[config.mk]
export PLATFORM = sky130hd
export DESIGN_NAME = sha1_hash_engine_top
export DESIGN_NICKNAME = d
export VERILOG_FILES = /design/src/hw/rtl/sha1_pkg.sv /design/src/hw/rtl/sha1_hash_engine_top.sv /design/src/hw/rtl/sha1_front.sv /design/src/hw/rtl/sha1_core.sv
export SDC_FILE = /design/constraint.sdc
export NUM_CORES = 2
export LEC_CHECK = 0
export ABC_AREA = 1
export ABC_CLOCK_PERIOD_IN_PS = 16700
export BUFFER_PORTS_ARGS = -buffer_cell sky130_fd_sc_hd__buf_2
export CORE_MARGIN = 1.5
export CORE_UTILIZATION = 35
export CTS_CLUSTER_DIAMETER = 60
export CTS_CLUSTER_SIZE = 24
export DETAILED_ROUTE_END_ITERATION = 8
export PLACE_DENSITY = 0.49
export SKIP_LAST_GASP = 1
export SLEW_MARGIN = 0
export SYNTH_ARGS = -nofsm -noshare
export SYNTH_HDL_FRONTEND = slang
export SYNTH_SLANG_ARGS = --single-unit
[constraint.sdc]
create_clock -name clock -period 16.7 [get_ports clock]
set_input_delay 2.505 -clock clock [delete_from_list [all_inputs] [get_ports clock]]
set_output_delay 2.505 -clock clock [all_outputs]
set_load 0.02 [all_outputs]
[src/hw/rtl/sha1_pkg.sv]
// Shared types and constants of the SHA-1 hash engine.
package sha1_pkg;

   // one queued item: message byte plus its flags
   typedef struct packed {
      logic [7:0] message_byte;
      logic       has_byte;
      logic       end_of_message;
   } item_type;

   // back-end sequencer states
   typedef enum logic [2:0] {
      ST_IDLE,
      ST_ROUND,
      ST_ADD,
      ST_PAD,
      ST_OUT
   } state_type;

   typedef logic [31:0] word_type;

   localparam int unsigned CHAIN_WORDS = 5;
   localparam int unsigned SCHED_WORDS = 16;
   localparam int unsigned ROUNDS      = 80;

   localparam word_type INIT_H0 = 32'h67452301;
   localparam word_type INIT_H1 = 32'hEFCDAB89;
   localparam word_type INIT_H2 = 32'h98BADCFE;
   localparam word_type INIT_H3 = 32'h10325476;
   localparam word_type INIT_H4 = 32'hC3D2E1F0;

   localparam word_type K_CH  = 32'h5A827999;
   localparam word_type K_PAR = 32'h6ED9EBA1;
   localparam word_type K_MAJ = 32'h8F1BBCDC;
   localparam word_type K_PAR2 = 32'hCA62C1D6;

   localparam logic [7:0] PAD_BYTE = 8'h80;

   // UUID version-5 stamp on digest bytes 6 and 8
   localparam word_type VER_MASK  = 32'hFFFF0FFF;
   localparam word_type VER_BITS  = 32'h00005000;
   localparam word_type VAR_MASK  = 32'h3FFFFFFF;
   localparam word_type VAR_BITS  = 32'h80000000;

   localparam logic [5:0] LAST_BYTE_POS = 6'h3f;
   localparam logic [5:0] LEN_POS       = 6'd56;

endpackage

[src/hw/rtl/sha1_hash_engine_top.sv]
// Streaming SHA-1 engine: top level with the stamp register and the two halves.
//
// Usage:
//  - Request channel (req_valid / req_stall): one beat per message byte,
//    req_has_byte marks a data byte, req_end_of_message closes the message.
//    A beat with only the end flag hashes what came before it (empty message
//    if nothing). A beat with neither flag is taken and ignored.
//  - Response channel (rsp_valid / rsp_stall): five beats per message, the
//    digest words 0..4 in big-endian byte order, rsp_last_word on word 4.
//  - Config channel (csr_valid / csr_ready): writes the UUID stamp bit; write
//    only while the engine is idle.
// Operation: each byte beat is written into the current block; every 64th byte
//  starts a compression (80 rounds on the single round unit plus the chain add).
//  Closing a message pads byte by byte (into a second block when the marker
//  leaves no room for the length), compresses each padded block, then shows
//  the five words, one per cycle when not stalled.
// A small request queue keeps accepting beats while the back end compresses
//  or while the receiver stalls; req_stall rises only when it is full.
// Reset (synchronous) empties the queue, restores the initial chain value,
//  clears the length and the stamp bit.
module sha1_hash_engine_top import sha1_pkg::*; #(
   parameter int unsigned QUEUE_DEPTH = 4
) (
   input  logic        clock,
   input  logic        reset,
   input  logic        req_valid,
   output logic        req_stall,
   input  logic [7:0]  req_message_byte,
   input  logic        req_has_byte,
   input  logic        req_end_of_message,
   output logic        rsp_valid,
   input  logic        rsp_stall,
   output logic [31:0] rsp_digest_word,
   output logic [2:0]  rsp_word_index,
   output logic        rsp_last_word,
   input  logic        csr_valid,
   output logic        csr_ready,
   input  logic        csr_uuid_stamp
);

   item_type req_item;
   item_type q_item;
   logic     q_valid;
   logic     q_pop;
   logic     stamp_ff, stamp_in;

   assign req_item.message_byte   = req_message_byte;
   assign req_item.has_byte       = req_has_byte;
   assign req_item.end_of_message = req_end_of_message;

   // stamp configuration register
   assign csr_ready = 1'b1;
   assign stamp_in  = (csr_valid && csr_ready) ? csr_uuid_stamp : stamp_ff;

   always_ff @(posedge clock) begin
      if (reset) begin
         stamp_ff <= 1'b0;
      end else begin
         stamp_ff <= stamp_in;
      end
   end

   sha1_front #(
      .QUEUE_DEPTH (QUEUE_DEPTH)
   ) u_front (
      .clock     (clock),
      .reset     (reset),
      .req_valid (req_valid),
      .req_stall (req_stall),
      .req_item  (req_item),
      .q_valid   (q_valid),
      .q_pop     (q_pop),
      .q_item    (q_item)
   );

   sha1_core u_core (
      .clock           (clock),
      .reset           (reset),
      .q_valid         (q_valid),
      .q_pop           (q_pop),
      .q_item          (q_item),
      .uuid_stamp      (stamp_ff),
      .rsp_valid       (rsp_valid),
      .rsp_stall       (rsp_stall),
      .rsp_digest_word (rsp_digest_word),
      .rsp_word_index  (rsp_word_index),
      .rsp_last_word   (rsp_last_word)
   );

endmodule

[src/hw/rtl/sha1_front.sv]
// Front end: accepts request beats, drops empty items, queues the rest.
module sha1_front import sha1_pkg::*; #(
   parameter int unsigned QUEUE_DEPTH = 4
) (
   input  logic     clock,
   input  logic     reset,
   input  logic     req_valid,
   output logic     req_stall,
   input  item_type req_item,
   output logic     q_valid,
   input  logic     q_pop,
   output item_type q_item
);

   localparam int unsigned PTR_W = (QUEUE_DEPTH > 1) ? $clog2(QUEUE_DEPTH) : 1;
   localparam int unsigned CNT_W = $clog2(QUEUE_DEPTH + 1);
   localparam logic [CNT_W-1:0] FULL_CNT = CNT_W'(QUEUE_DEPTH);
   localparam logic [PTR_W-1:0] LAST_PTR = PTR_W'(QUEUE_DEPTH - 1);

   item_type         slot_ff [QUEUE_DEPTH];
   logic [PTR_W-1:0] wr_ptr_ff, wr_ptr_in;
   logic [PTR_W-1:0] rd_ptr_ff, rd_ptr_in;
   logic [CNT_W-1:0] count_ff, count_in;
   logic             push;
   logic             pop;

   // a beat with neither flag is taken and discarded
   assign req_stall = (count_ff == FULL_CNT);
   assign push      = req_valid && !req_stall &&
                      (req_item.has_byte || req_item.end_of_message);
   assign q_valid   = (count_ff != '0);
   assign pop       = q_pop && q_valid;
   assign q_item    = slot_ff[rd_ptr_ff];

   // pointer and fill bookkeeping
   always_comb begin
      wr_ptr_in = wr_ptr_ff;
      rd_ptr_in = rd_ptr_ff;
      count_in  = count_ff;
      if (push) begin
         wr_ptr_in = (wr_ptr_ff == LAST_PTR) ? '0 : wr_ptr_ff + 1'b1;
      end
      if (pop) begin
         rd_ptr_in = (rd_ptr_ff == LAST_PTR) ? '0 : rd_ptr_ff + 1'b1;
      end
      if (push && !pop) begin
         count_in = count_ff + 1'b1;
      end else if (pop && !push) begin
         count_in = count_ff - 1'b1;
      end
   end

   always_ff @(posedge clock) begin
      if (reset) begin
         wr_ptr_ff <= '0;
         rd_ptr_ff <= '0;
         count_ff  <= '0;
      end else begin
         wr_ptr_ff <= wr_ptr_in;
         rd_ptr_ff <= rd_ptr_in;
         count_ff  <= count_in;
      end
   end

   // queue storage
   always_ff @(posedge clock) begin
      if (push) begin
         slot_ff[wr_ptr_ff] <= req_item;
      end
   end

   always_ff @(posedge clock) begin
      if (!reset) begin
         assert (count_ff <= FULL_CNT)
            else $error("sha1_front: fill count beyond depth");
      end
   end

   as_full_no_push : assert property (@(posedge clock) disable iff (reset)
      (count_ff == FULL_CNT && !pop) |=> (count_ff == FULL_CNT))
      else $error("sha1_front: full queue lost an item");

   as_pop_only_valid : assert property (@(posedge clock) disable iff (reset)
      (count_ff == '0 && !push) |=> (count_ff == '0))
      else $error("sha1_front: empty queue popped");

   as_push_counts : assert property (@(posedge clock) disable iff (reset)
      (push && !pop) |=> (count_ff == $past(count_ff) + 1'b1))
      else $error("sha1_front: push not counted");

endmodule

[src/hw/rtl/sha1_core.sv]
// Back end: block assembly, padding, 80-round compression and digest output.
module sha1_core import sha1_pkg::*; (
   input  logic        clock,
   input  logic        reset,
   input  logic        q_valid,
   output logic        q_pop,
   input  item_type    q_item,
   input  logic        uuid_stamp,
   output logic        rsp_valid,
   input  logic        rsp_stall,
   output logic [31:0] rsp_digest_word,
   output logic [2:0]  rsp_word_index,
   output logic        rsp_last_word
);

   state_type   st_ff, st_in;
   word_type    chain_ff [CHAIN_WORDS];
   word_type    chain_in [CHAIN_WORDS];
   word_type    w_ff [SCHED_WORDS];
   word_type    w_in [SCHED_WORDS];
   word_type    a_ff, b_ff, c_ff, d_ff, e_ff;
   word_type    a_in, b_in, c_in, d_in, e_in;
   logic [6:0]  rnd_ff, rnd_in;
   logic [60:0] len_ff, len_in;
   logic [5:0]  pad_pos_ff, pad_pos_in;
   logic        fin_ff, fin_in;
   logic        pad_ff, pad_in;
   logic        len_here_ff, len_here_in;
   logic [2:0]  idx_ff, idx_in;

   logic        take_byte;
   logic        wr_en;
   logic [5:0]  wr_pos;
   logic [7:0]  wr_byte;
   logic [7:0]  pad_data;
   logic [63:0] bit_len;
   logic        out_done;
   word_type    f_val, k_val, t_val, w_new, raw_word;

   assign take_byte = q_valid && q_item.has_byte;
   assign bit_len   = {len_ff, 3'b000};
   assign out_done  = (st_ff == ST_OUT) && !rsp_stall && (idx_ff == 3'd4);

   // next state
   always_comb begin
      st_in = st_ff;
      case (st_ff)
         ST_IDLE: begin
            if (q_valid) begin
               if (q_item.has_byte && len_ff[5:0] == LAST_BYTE_POS) begin
                  st_in = ST_ROUND;
               end else if (q_item.end_of_message) begin
                  st_in = ST_PAD;
               end
            end
         end
         ST_ROUND: begin
            if (rnd_ff == 7'(ROUNDS - 1)) begin
               st_in = ST_ADD;
            end
         end
         ST_ADD: begin
            if (!fin_ff) begin
               st_in = ST_IDLE;
            end else if (pad_ff && len_here_ff) begin
               st_in = ST_OUT;
            end else begin
               st_in = ST_PAD;
            end
         end
         ST_PAD: begin
            if (pad_pos_ff == LAST_BYTE_POS) begin
               st_in = ST_ROUND;
            end
         end
         ST_OUT: begin
            if (out_done) begin
               st_in = ST_IDLE;
            end
         end
         default: st_in = ST_IDLE;
      endcase
   end

   // handshake outputs
   always_comb begin
      q_pop     = 1'b0;
      rsp_valid = 1'b0;
      case (st_ff)
         ST_IDLE: q_pop     = q_valid;
         ST_OUT:  rsp_valid = 1'b1;
         default: begin
            q_pop     = 1'b0;
            rsp_valid = 1'b0;
         end
      endcase
   end

   // round function and message schedule
   always_comb begin
      if (rnd_ff < 7'd20) begin
         f_val = (b_ff & c_ff) | (~b_ff & d_ff);
         k_val = K_CH;
      end else if (rnd_ff < 7'd40) begin
         f_val = b_ff ^ c_ff ^ d_ff;
         k_val = K_PAR;
      end else if (rnd_ff < 7'd60) begin
         f_val = (b_ff & c_ff) | (b_ff & d_ff) | (c_ff & d_ff);
         k_val = K_MAJ;
      end else begin
         f_val = b_ff ^ c_ff ^ d_ff;
         k_val = K_PAR2;
      end
      t_val = {a_ff[26:0], a_ff[31:27]} + f_val + e_ff + k_val + w_ff[0];
      w_new = w_ff[13] ^ w_ff[8] ^ w_ff[2] ^ w_ff[0];
      w_new = {w_new[30:0], w_new[31]};
   end

   // padding byte: marker, zeros, then the big-endian bit length
   always_comb begin
      if (!pad_ff) begin
         pad_data = PAD_BYTE;
      end else if (len_here_ff && pad_pos_ff >= LEN_POS) begin
         pad_data = bit_len[(7 - pad_pos_ff[2:0]) * 8 +: 8];
      end else begin
         pad_data = '0;
      end
   end

   // byte write port into the schedule window
   always_comb begin
      wr_en   = 1'b0;
      wr_pos  = pad_pos_ff;
      wr_byte = pad_data;
      if (st_ff == ST_IDLE && take_byte) begin
         wr_en   = 1'b1;
         wr_pos  = len_ff[5:0];
         wr_byte = q_item.message_byte;
      end else if (st_ff == ST_PAD) begin
         wr_en = 1'b1;
      end
   end

   // datapath next values
   always_comb begin
      chain_in    = chain_ff;
      w_in        = w_ff;
      a_in        = a_ff;
      b_in        = b_ff;
      c_in        = c_ff;
      d_in        = d_ff;
      e_in        = e_ff;
      rnd_in      = rnd_ff;
      len_in      = len_ff;
      pad_pos_in  = pad_pos_ff;
      fin_in      = fin_ff;
      pad_in      = pad_ff;
      len_here_in = len_here_ff;
      idx_in      = idx_ff;

      // schedule window: shift during rounds, otherwise byte writes
      if (st_ff == ST_ROUND) begin
         for (int i = 0; i < SCHED_WORDS - 1; i++) begin
            w_in[i] = w_ff[i + 1];
         end
         w_in[SCHED_WORDS - 1] = w_new;
      end else if (wr_en) begin
         for (int i = 0; i < SCHED_WORDS; i++) begin
            for (int j = 0; j < 4; j++) begin
               if (wr_pos[5:2] == 4'(i) && wr_pos[1:0] == 2'(j)) begin
                  w_in[i][(3 - j) * 8 +: 8] = wr_byte;
               end
            end
         end
      end

      case (st_ff)
         ST_IDLE: begin
            if (q_valid) begin
               fin_in = q_item.end_of_message;
               if (take_byte) begin
                  len_in = len_ff + 61'd1;
               end
               pad_pos_in = len_in[5:0];
            end
         end
         ST_ROUND: begin
            rnd_in = rnd_ff + 7'd1;
            e_in   = d_ff;
            d_in   = c_ff;
            c_in   = {b_ff[1:0], b_ff[31:2]};
            b_in   = a_ff;
            a_in   = t_val;
         end
         ST_ADD: begin
            chain_in[0] = chain_ff[0] + a_ff;
            chain_in[1] = chain_ff[1] + b_ff;
            chain_in[2] = chain_ff[2] + c_ff;
            chain_in[3] = chain_ff[3] + d_ff;
            chain_in[4] = chain_ff[4] + e_ff;
            if (pad_ff) begin
               // marker spilled: second block carries the length
               pad_pos_in  = '0;
               len_here_in = 1'b1;
            end else begin
               pad_pos_in = len_ff[5:0];
            end
         end
         ST_PAD: begin
            if (!pad_ff) begin
               len_here_in = (pad_pos_ff < LEN_POS);
            end
            pad_in     = 1'b1;
            pad_pos_in = pad_pos_ff + 6'd1;
         end
         ST_OUT: begin
            if (!rsp_stall) begin
               idx_in = idx_ff + 3'd1;
            end
            if (out_done) begin
               chain_in[0] = INIT_H0;
               chain_in[1] = INIT_H1;
               chain_in[2] = INIT_H2;
               chain_in[3] = INIT_H3;
               chain_in[4] = INIT_H4;
               len_in      = '0;
               fin_in      = 1'b0;
               pad_in      = 1'b0;
               len_here_in = 1'b0;
               idx_in      = '0;
            end
         end
         default: begin
            fin_in = 1'b0;
         end
      endcase

      // working variables load from the chain as a compression starts
      if (st_in == ST_ROUND && st_ff != ST_ROUND) begin
         a_in   = chain_ff[0];
         b_in   = chain_ff[1];
         c_in   = chain_ff[2];
         d_in   = chain_ff[3];
         e_in   = chain_ff[4];
         rnd_in = '0;
      end
   end

   // control and chain registers
   always_ff @(posedge clock) begin
      if (reset) begin
         st_ff       <= ST_IDLE;
         chain_ff[0] <= INIT_H0;
         chain_ff[1] <= INIT_H1;
         chain_ff[2] <= INIT_H2;
         chain_ff[3] <= INIT_H3;
         chain_ff[4] <= INIT_H4;
         rnd_ff      <= '0;
         len_ff      <= '0;
         pad_pos_ff  <= '0;
         fin_ff      <= 1'b0;
         pad_ff      <= 1'b0;
         len_here_ff <= 1'b0;
         idx_ff      <= '0;
      end else begin
         st_ff       <= st_in;
         chain_ff    <= chain_in;
         rnd_ff      <= rnd_in;
         len_ff      <= len_in;
         pad_pos_ff  <= pad_pos_in;
         fin_ff      <= fin_in;
         pad_ff      <= pad_in;
         len_here_ff <= len_here_in;
         idx_ff      <= idx_in;
      end
   end

   // payload registers
   always_ff @(posedge clock) begin
      w_ff <= w_in;
      a_ff <= a_in;
      b_ff <= b_in;
      c_ff <= c_in;
      d_ff <= d_in;
      e_ff <= e_in;
   end

   // digest word with optional UUID stamp
   always_comb begin
      raw_word        = chain_ff[idx_ff];
      rsp_digest_word = raw_word;
      if (uuid_stamp && idx_ff == 3'd1) begin
         rsp_digest_word = (raw_word & VER_MASK) | VER_BITS;
      end else if (uuid_stamp && idx_ff == 3'd2) begin
         rsp_digest_word = (raw_word & VAR_MASK) | VAR_BITS;
      end
   end

   assign rsp_word_index = idx_ff;
   assign rsp_last_word  = (idx_ff == 3'd4);

   as_pop_in_idle : assert property (@(posedge clock) disable iff (reset)
      q_pop |-> (st_ff == ST_IDLE))
      else $error("sha1_core: queue popped outside idle");

   as_rounds_end : assert property (@(posedge clock) disable iff (reset)
      (st_ff == ST_ROUND && rnd_ff == 7'(ROUNDS - 1)) |=> (st_ff == ST_ADD))
      else $error("sha1_core: compression did not end after the last round");

   as_pad_to_round : assert property (@(posedge clock) disable iff (reset)
      (st_ff == ST_PAD && pad_pos_ff == LAST_BYTE_POS) |=> (st_ff == ST_ROUND))
      else $error("sha1_core: padded block not compressed");

   as_word_step : assert property (@(posedge clock) disable iff (reset)
      (st_ff == ST_OUT && !rsp_stall && idx_ff != 3'd4)
      |=> (st_ff == ST_OUT && idx_ff == $past(idx_ff) + 3'd1))
      else $error("sha1_core: digest word sequence broken");

   as_out_fresh : assert property (@(posedge clock) disable iff (reset)
      out_done |=> (len_ff == '0 && idx_ff == 3'd0))
      else $error("sha1_core: engine not reinitialised after digest");

endmodule
# Word-level counts from Yosys, hierarchy flattened
# Memories as Yosys holds them, arrays and structs flattened. A register that Yosys moved wholly into a read port is not among the register bits.
# Cells that the tools add are included.
# totals
wordCells	531
out_inout_bits	39
n_memories	1
inputBits	16
ram_bits	40
ff_bits	923
# mem_list
name	depth	word_bits	read_ports	rd_clocked_by_memory_dff	write_ports	line_no	rtl
u_front.slot_ff	4	10	1	1	1	sha1_front.sv:20	item_type slot_ff [QUEUE_DEPTH];
# classes
n_lt_le_gt_ge	6
mux	130
n_reduce_logical	234
addsub	18
eq_ne	39
n_shift	1
n_bitwise	15
# op_table
cell	n
2-to-1 mux 512 bit	2
2-to-1 mux 32 bit	19
2-to-1 mux 8 bit	67
one-hot mux 160 bit (2 select lines)	1
adder 32 bit	9
2-to-1 mux 61 bit	3
2-to-1 mux 160 bit	1
XOR 32 bit	5
nonzero test 2 bit	70
AND reduction 2 bit	68
AND 32 bit	4
one-hot mux 61 bit (2 select lines)	1
binary-select mux 32 bit (select 3 bit)	1
OR 32 bit	3
logical AND 1 bit	79
indexed part select 64 x 33 -> 8 bit	1
adder 61 x 1 -> 61 bit, second input constant	1
2-to-1 mux 3 bit	12
equality test 4 bit, second input constant	8
inverter 32 bit	1
2-to-1 mux 31 bit	1
2-to-1 mux 6 bit	3
one-hot mux 6 bit (3 select lines)	1
equality test 4 x 3 -> 1 bit, second input constant	4
other kinds (40)	78

# Depth between registers and ports, before layout
# depth
ltp_word	12
depth_mapped	28
ltp_nobuf	27

# Modules after synthesis
# From an unflattened synthesis, not the netlist that was laid out.
# unflattened
cells_unflattened	7973
area_unflattened_um2	60352.9
# by_module_without_submodules
module	cells_each	area_each_um2	instances
sha1_core	7793	58294.7	1
sha1_front	171	2001.9	1
sha1_hash_engine_top	9	56.3	1

# Worst setup path before layout
# OpenSTA, ideal clock, no wires.
# synth_timing
path_type	reg-to-reg
start	register u_core.len_ff[0]
end	register u_core.a_ff[0] (enable)
path_buffers	1
setup_ns	0.526
slack_ns	11.173
required_ns	16.174
path_stages_with_launch	9
synth_period_minus_slack_ns	5.527
arrival_ns	5.001
path_cell_list	dfxtp_1 > ha_1 > nand2_1 > nor2_1 > nand3_1 > a21oi_2 > clkbuf_1 > nand2_1 > nand2_1
# synth_via
elab_chain_cells	8
# synth_rtl
item	line_no	rtl
start: declaration	sha1_core.sv:24	logic [60:0] len_ff, len_in;
start signal: assignment	sha1_core.sv:269	len_ff <= len_in;
equality test 6 bit	sha1_core.sv:50	if (q_item.has_byte && len_ff[5:0] == LAST_BYTE_POS) begin
logical AND 1 bit	sha1_core.sv:50	
2-to-1 mux 3 bit	sha1_core.sv:50	
2-to-1 mux 3 bit	sha1_core.sv:49	if (q_valid) begin
one-hot mux 3 bit (5 select lines)	sha1_core.sv:47	case (st_ff)
equality test 3 x 1 -> 1 bit	sha1_core.sv:239	if (st_in == ST_ROUND && st_ff != ST_ROUND) begin
logical AND 1 bit	sha1_core.sv:239	
nonzero test 2 bit (no line)	--	
end signal: assignment	sha1_core.sv:281	a_ff <= a_in;
end: declaration	sha1_core.sv:21	word_type a_ff, b_ff, c_ff, d_ff, e_ff;
# No other way between the ends.
# A chain may end at the register's enable or synchronous reset.

# Final worst setup path
# layout_timing
start	register u_core.idx_ff[0] (netlist: u_core.rsp_word_index[0])
end	output rsp_digest_word[30]
# layout_via
elab_chain_cells	6
elab_cells_between_ends	10
cone_classes	eq/ne: 2; mux: 5; bitwise: 1; reduce/logical: 2
# layout_rtl
item	line_no	rtl
start: declaration	sha1_core.sv:29	logic [2:0] idx_ff, idx_in;
start signal: assignment	sha1_core.sv:274	idx_ff <= idx_in;
inverter 3 -> 4 bit (implied by the code)	sha1_core.sv:290	raw_word = chain_ff[idx_ff];
binary-select mux 32 bit (select 3 bit)	sha1_core.sv:290	
2-to-1 mux 32 bit (implied by the code) (2 in series)	sha1_core.sv:290	
2-to-1 mux 32 bit	sha1_core.sv:294	end else if (uuid_stamp && idx_ff == 3'd2) begin
2-to-1 mux 32 bit *	sha1_core.sv:292	if (uuid_stamp && idx_ff == 3'd1) begin
end: declaration	sha1_hash_engine_top.sv:33	output logic [31:0] rsp_digest_word,
# Mark *: on every way between the ends. The rest lies on a longest branch, timed or not. The select of a mux whose other input is x is not followed.

==> metrics <==
post-route ant nets=0; via count=52300; Synth cell types=56; Worst path max stage delay=0.83 ns; Worst-Skew Late Latency=0.79 ns; WL/cell=23.1 um; H-tree depth=3; critical path, cell by cell=buf_4 > nor2_1 > inv_1 > o21ai_0 > o311ai_0 > inv_1 > buf_2; most frequent CP cell=inv_1; Synth area leader=edfxtp_1; Synth Register Bits=965; worst hold path type=flip-flop to flip-flop; clock skew=0.0508 ns; router iterations before antenna repair=8; Syn Nets=8104; routability cong.=0.998; full die area=0.173 sq mm; multi-input logic area=0.0284 sq mm; proportion of layout cells with a drive suffix above 1=5.04%; Port-buffer cells=53; Fin Setup TNS=0 ns; die height=416 um; Post-Syn Area=0.0598 sq mm; RSZ-0062 raised after global routing=false; reg2reg setup slack=10.77 ns; area delta synth->final=10.9%; Synth top area share=35.7%; Startpoint Class=flip-flop; Resize count post-CTS=0; slowest CP cell=inv_1; initial antenna violation count=11; Final HPWL DP=173 mm; gr usage total=26.2%; # Max-Cap Violations=0; Worst slew margin=17.3%; post-synthesis sequential area ratio=44.2%; Post-synth EDFFs=712; crit share post-route=37.3%; clock-pin slew on the worst setup and hold paths=0.07 ns; hold buffer count at CTS=0; GR Overflow Total=0; crit end category=output port; final setup fails=0; CP required=14.20 ns; Syn Area/Cell=7.74 sq um; core area=0.169 sq mm; max-slew violation count=0; status=completed; num ports=55; die width=416 um; # fillers=17600; leading cell type in the layout, fill and taps excluded=nand2_1; postcts setup bufs=0; synth warn=0; 1st-iter DRT viols=5724; most used flip-flop cell after synthesis=edfxtp_1; pin count of the biggest net entering global routing=212; root buf cell=clkbuf_16; total CTS buffers=108; first-pass GRT wire length=337 mm; number of remaining DRC errors=0; critical path class=flip-flop to output port; via/cell ratio=5.23; most frequent cells in the layout=nand2_1 (2606), inv_1 (1014), edfxtp_1 (712), o21ai_0 (511), a21oi_1 (476); Fmax=161 MHz; critical path fanouts, max=60; hold violation count in the final report=0; Worst-Margin Slew=1.23 ns; clk sinks=965; Worst Path Arrival=3.72 ns; CTS tree=done; Register Area=0.0264 sq mm; maximum clock path buffer count=3; synth top area cells=edfxtp_1 (36%), nand2_1 (16%), dfxtp_1 (8.5%); number of global-route vias before repair=48900; Final min period=6.23 ns; Final #Nets=8055; Post-Route WL=231 mm; asr flop ratio synth=0%; Initial Util=35.3%; Syn Inst Count=7729; standard-cell rows=151
-- metrics by stage --
step                instance area [sq um]  instances  util, %  hold WS (ns)  setup WS (ns)
floorplan                           59800       7729        -         0.455          11.17
detailed placement                  62400       9787     36.8         0.475          10.86
CTS                                 66300       9993     39.1         0.485          10.50
global placement                    62400       9787     36.8         0.467          10.83
global route                        66300       9994     39.1         0.512          10.23
finish                              66300       9996     39.1         0.485          10.47
-- worst paths after layout --
| check | start | depth (start not counted) | end |
|---|---|---|---|
| worst max-delay path | u_core.rsp_word_index[0]$_SDFFE_PP0P_ | 7 | rsp_digest_word[30] |
| worst min-delay path | u_core.chain_ff[0]$_SDFFE_PP0P_ | 2 | u_core.chain_ff[0]$_SDFFE_PP0P_ |
| worst max register to register | u_core.rnd_ff[6]$_SDFFE_PP0P_ | 24 | u_core.a_ff[27]$_DFFE_PP_ |
| worst min register to register | u_core.chain_ff[0]$_SDFFE_PP0P_ | 2 | u_core.chain_ff[0]$_SDFFE_PP0P_ |
-- synth_stat cells, types with 58 or more instances --
master / count
edfxtp_1: 712
a21oi_1: 476
buf_2: 83
ha_1: 234
inv_1: 1015
fa_1: 125
nand3_1: 403
o21ai_0: 514
nor3_1: 72
nor2_1: 462
clkbuf_1: 183
o21ai_1: 58
xnor2_1: 89
nand2_1: 2610
dfxtp_1: 253
nand4_1: 81
-- critical path, delay by kind of cell (launching register included) --
kind,cells,cell delay [ns]
AOI/OAI and AO/OA,2,0.35
DFF,1,0.71
and+or+nand+nor,1,0.15
buffers and inverters,4,1.70
-- cell type report --
class,count,share of cell area [%]
antenna,2,0.00755
inverter,1028,5.83
sequential,965,39.9
multi-input combinational,5447,42.8
clock inverter,84,1.67
clock buffer,122,4.28
tap,2218,4.18
timing repair buffer,130,1.31
-- cell families (layout without fill, tap and decap cells) --
| family | after synthesis | after routing | synth area share (%) |
|---|---|---|---|
| xor+xnor | 141 | 141 | 2.06 |
| other cells | 1 | 3 | 0.00627 |
| flops | 965 | 965 | 44.2 |
| compound gates | 1231 | 1231 | 11.1 |
| fa+ha+maj | 359 | 359 | 9.08 |
| simple gates | 3715 | 3715 | 25.1 |
| buf+inv | 1317 | 1364 | 8.48 |
-- routing by layer --
metal  wire [um]  part of all wire (%)  vias to the layer above  track usage [%]
met3       16400                   7.1                      346             4.35
met4        8630                   3.7                       10             9.31
met5          55                 0.024                        -                0
met2      101000                    44                     1783             40.7
li1            -                     -                    25000                -
met1      104000                    45                    25100             36.7
-- registers in the layout, summed over array words and instances (netlist names), 32 cells and up, named ones only --
register,flops
u_core.d_ff,32
u_core.chain_ff,160
u_core.w_ff,512
u_core.a_ff,32
u_core.c_ff,32
u_core.b_ff,32
u_core.len_ff,61
u_core.e_ff,32
u_front.slot_ff,40
Power is left out: the tool's default activity adds up to more than one toggle a clock period on the data nets, which glitch-free logic cannot reach.
